File: src/design/afgd_pkg.sv
// ============================================================================
// afgd_pkg
// Shared types and constants for the audio frame FIFO with grain playback.
// ============================================================================
package afgd_pkg;

    // Fixed field widths
    localparam int SAMPLE_W   = 16;
    localparam int FRAME_W    = 2 * SAMPLE_W;
    localparam int MODE_W     = 2;
    localparam int CFG_W      = 14;
    localparam int LVL_OUT_W  = 14;
    localparam int CNT_W      = 48;

    // Grain geometry
    localparam int GRAIN_LEN    = 256;
    localparam int GRAIN_LOG2   = 8;
    localparam int POS_W        = GRAIN_LOG2;
    localparam int REAL_W       = GRAIN_LOG2 + 1;

    // Capacity register reset value
    localparam int CAP_RESET = 3072;

    // Packed port widths
    localparam int IN_DATA_W  = 32;
    localparam int IN_USER_W  = MODE_W;
    localparam int OUT_DATA_W = 256;
    localparam int OUT_USER_W = 3;

    // Item kinds
    typedef enum logic [MODE_W-1:0] {
        MODE_WRITE = 2'd0,
        MODE_TICK  = 2'd1,
        MODE_STOP  = 2'd2,
        MODE_START = 2'd3
    } t_mode;

    // One result transaction
    typedef struct packed {
        logic signed [SAMPLE_W-1:0]  left_out;
        logic signed [SAMPLE_W-1:0]  right_out;
        logic                        frame_valid;
        logic                        is_silence;
        logic                        grain_end;
        logic                        write_ok;
        logic [LVL_OUT_W-1:0]        fill_frames;
        logic [LVL_OUT_W-1:0]        peak_fill;
        logic [CNT_W-1:0]            accepted_total;
        logic [CNT_W-1:0]            played_total;
        logic [CNT_W-1:0]            silence_total;
        logic [CNT_W-1:0]            discarded_total;
    } t_result;

endpackage

File: src/design/afgd_res_queue.sv
// ============================================================================
// afgd_res_queue
// Two-entry result queue between the frame pipeline and the output stream.
// ============================================================================
module afgd_res_queue (
    input  logic                i_clk,
    input  logic                i_rst_n,
    input  logic                i_push,
    input  afgd_pkg::t_result   i_data,
    input  logic                i_pop,
    output logic                o_valid,
    output logic                o_full,
    output afgd_pkg::t_result   o_data
);

    afgd_pkg::t_result r_q [2];
    logic              r_wp;
    logic              r_rp;
    logic [1:0]        r_cnt;
    logic [1:0]        n_cnt;
    logic              pop_ok;

    assign pop_ok  = i_pop && (r_cnt != 2'd0);
    assign o_valid = (r_cnt != 2'd0);
    assign o_full  = (r_cnt == 2'd2);
    assign o_data  = r_q[r_rp];

    // Track occupancy
    always_comb begin
        n_cnt = r_cnt;
        if (i_push && !pop_ok) begin
            n_cnt = r_cnt + 2'd1;
        end else if (!i_push && pop_ok) begin
            n_cnt = r_cnt - 2'd1;
        end
    end

    // Advance pointers
    always_ff @(posedge i_clk) begin
        if (!i_rst_n) begin
            r_wp  <= 1'b0;
            r_rp  <= 1'b0;
            r_cnt <= 2'd0;
        end else begin
            r_cnt <= n_cnt;
            if (i_push) begin
                r_wp <= ~r_wp;
            end
            if (pop_ok) begin
                r_rp <= ~r_rp;
            end
        end
    end

    // Store payload
    always_ff @(posedge i_clk) begin
        if (i_push) begin
            r_q[r_wp] <= i_data;
        end
    end

endmodule
File: config.mk
export PLATFORM = sky130hd
export DESIGN_NAME = afgd_res_queue
export DESIGN_NICKNAME = d
export VERILOG_FILES = /design/src/design/afgd_pkg.sv /design/src/design/afgd_res_queue.sv
export SDC_FILE = /design/constraint.sdc
export NUM_CORES = 1
export LEC_CHECK = 0
export BUFFER_PORTS_ARGS = -buffer_cell sky130_fd_sc_hd__buf_2
export CELL_PAD_IN_SITES_DETAIL_PLACEMENT = 1
export CELL_PAD_IN_SITES_GLOBAL_PLACEMENT = 1
export CORE_ASPECT_RATIO = 0.75
export CORE_UTILIZATION = 40
export CTS_BUF_LIST = sky130_fd_sc_hd__clkbuf_2
export CTS_CLUSTER_SIZE = 25
export DETAILED_ROUTE_END_ITERATION = 10
export HOLD_SLACK_MARGIN = 0.12
export PLACE_DENSITY_LB_ADDON = 0.1
export SLEW_MARGIN = 5
export SYNTH_ARGS = -nofsm -noshare
export SYNTH_HDL_FRONTEND = slang
export SYNTH_SLANG_ARGS = --single-unit
File: constraint.sdc
create_clock -name i_clk -period 16.1 [get_ports i_clk]
set_clock_uncertainty 0.2 [all_clocks]
set_input_delay 2.415 -clock i_clk [delete_from_list [all_inputs] [get_ports i_clk]]
set_output_delay 2.415 -clock i_clk [all_outputs]
set_load 0.02 [all_outputs]
==> run metrics <==
outcome=finished clean; Yosys warning count=0; Synth top cells by count=512 x edfxtp_1, 256 x mux2_2, 26 x buf_6, 5 x dfxtp_1, 4 x and2_1; Seq/Total Area, Yosys=between 80 and 90%; WP data required=approximately 13 ns; Yosys top cell area share=just over 80%; Vias/cell=roughly 4.6; GRT Total Usage=19.2%; GR Overflow Total=0; initial DRC count=approximately 440; post-route cell area=between 20000 and 25000 um2; Max-Cap Viols=0; total number of placement rows=just under 70; synthesis-to-finish area growth=22.6%; IO buf count=a little over 500; initial core utilization=between 40% and 50%; Num CTS Buffers=approximately 120; RSZ-0062 raised after global routing=false; # IOs=between 500 and 600; maximum clock insertion buffer count=3; cell taking the most area after synthesis=edfxtp_1; ANT nets after route=0; routed wire length=~47000 um; Skew-Pair Late Insertion Delay=1.09 ns; WP data arrival=approximately 4.2 ns; die height=190 um; DR vias=~10000; flop-to-flop setup slack=13.20 ns; # H-tree levels=3; vias in the first global route=about 11000; Post-DP HPWL=between 30000 and 40000 um; initial antenna violation count=20; dpl cell area=roughly 22000 um2; drt first pass iters=4; CP startpoint kind=register; Max Slew Vio Count=0; drt drc=0; Worst Path Class, Setup=reg -> out; # Post-CTS Setup Buffers=0; R2R Path End=r_q[0][55]; setup TNS=0 ns; fin util=between 40% and 50%; Hold Path End=r_cnt[1]; post-layout min period=6.86 ns; Tcrit/Tclk final=42.6%; PwrDens=approximately 140 nW/um2; number of flops mapped to enable cells by yosys=between 500 and 600; clock sinks=517; synthesized area=about 19000 um2; largest net degree at the start of global routing=around 190; HP Start=r_cnt[1]; post-cts sizing count=0; cell count after synthesis=about 820; critical path capture point type=output port; Avg WL per Cell=around 22 um; Slew HR=roughly a fifth; worst-margin pin slew=1.20 ns; Worst Hold Class=reg -> reg; total core area=around 46000 um2; largest cells by area after synthesis=edfxtp_1 82%, mux2_2 15%, buf_6 1.6%; root buf cell=clkbuf_2; CTS tree=done; placer's final routability congestion estimate=roughly 0.82; Fin. Hold Viols=0; fmax=around 150 MHz; die area=47800 um2; static leakage=~8.7 nW; reg-to-reg critical path startpoint=r_wp; Worst R2R Path Depth=3; layout cell share with drive strength beyond 1=between 60% and 70%; syn_area_per_cell=about 23 um2; die width=~250 um; top-count cell post-synth=edfxtp_1; ys flop type=edfxtp_1; Cell variety after synth=17; final net count=roughly 1700; first-pass GRT wire length=66700 um; syn_nets=approximately 1100; asr flop ratio synth=0%; maximum fanout along the worst path=70; final setup fails=0; Power, Total=about 3.3 mW; post-synthesis register bit count=just over 500; Hold Buf Count CTS=0; Worst-path clk slew=around 0.090 ns; WHS Path Cells=2; worst vdd ir=around 65 uV
## layout make-up
type                            instances  area (um2)
Fill cell                            4548       23200
Sequential cell                       517       15500
Multi-Input combinational cell        273        3010
Timing Repair Buffer                  525        2660
Clock buffer                          177         886
Tap cell                              630         788
Clock inverter                         30         154
Antenna cell                           19        47.5
## power by group
part	internal, mW	switching, mW
sequential	1.56	0.0461
clock	0.309	0.503
combinational	0.357	0.512
## routing by layer
metal / up-vias / part of all wire [%] / global-route usage (%)
met2: 360 / 50 / 31.9
li1: 4604 / - / -
met4: 18 / 2.7 / 7.90
met1: 4996 / 37 / 20.9
met5: - / 0.26 / 0
met3: 101 / 9.2 / 9.28
## worst max-delay path: stages, from the launching register on
cell and delay [ns]:
dfxtp_4 0.92, buf_4 0.86, buf_4 0.66, mux2_2 0.42, buf_2 0.16
## logic make-up (layout without fill, tap and decap cells)
| group | after synthesis | count (layout) | synth area share (%) |
|---|---|---|---|
| muxes | 256 | 256 | 15.3 |
| xor gates and xnor gates | 3 | 3 | 0.140 |
| and+or+nand+nor | 9 | 9 | 0.300 |
| DFF | 517 | 517 | 82.4 |
| AOI/OAI and AO/OA | 4 | 4 | 0.133 |
| adders and majority gates | 1 | 1 | 0.0666 |
| other | 0 | 19 | 0 |
| buffers and inverters | 28 | 732 | 1.63 |
## layout by cell type, fill, tap and decap left out, types with 2 or more instances in the layout
cell type,netlist,layout
mux2_2,256,256
clkinv_2,0,2
xnor2_1,2,2
clkbuf_2,0,177
inv_2,0,3
buf_4,1,7
buf_2,1,517
nor2b_1,3,2
edfxtp_1,512,512
dfxtp_1,5,4
and2_1,4,3
clkinv_1,0,21
clkinvlp_4,0,2
diode_2,0,19
## sequential cells by signal, indices dropped and copies added, names as in the netlist, named ones only
signal / cells
r_rp: 1
r_wp: 1
r_q: 512
r_cnt: 2
## how the worst max path moves through the flow
| stage | cells past startpoint | start | slack, ns | end |
|---|---|---|---|---|
| 2_1_floorplan | 2 | i_push | 1.48 | r_wp |
| 3_3_place_gp | 4 | register | 10.29 | o_data[83] |
| 3_5_place_dp | 4 | register | 10.25 | o_data[36] |
| 4_1_cts | 4 | register | 8.93 | o_data[36] |
| 5_1_grt | 4 | register | 8.75 | o_data[36] |
| 6_report | 4 | register | 9.24 | o_data[36] |
## stage by stage
step           worst slack [ns]  hold WS (ns)  cells
2_1_floorplan              1.48         0.274    818
3_3_place_gp              10.29         0.296   1945
3_5_place_dp              10.25         0.320   1945
4_1_cts                    8.93         0.333   2152
5_1_grt                    8.75         0.381   2162
6_report                   9.24         0.333   2171
Note: power is estimated with default switching activity, not from simulation.
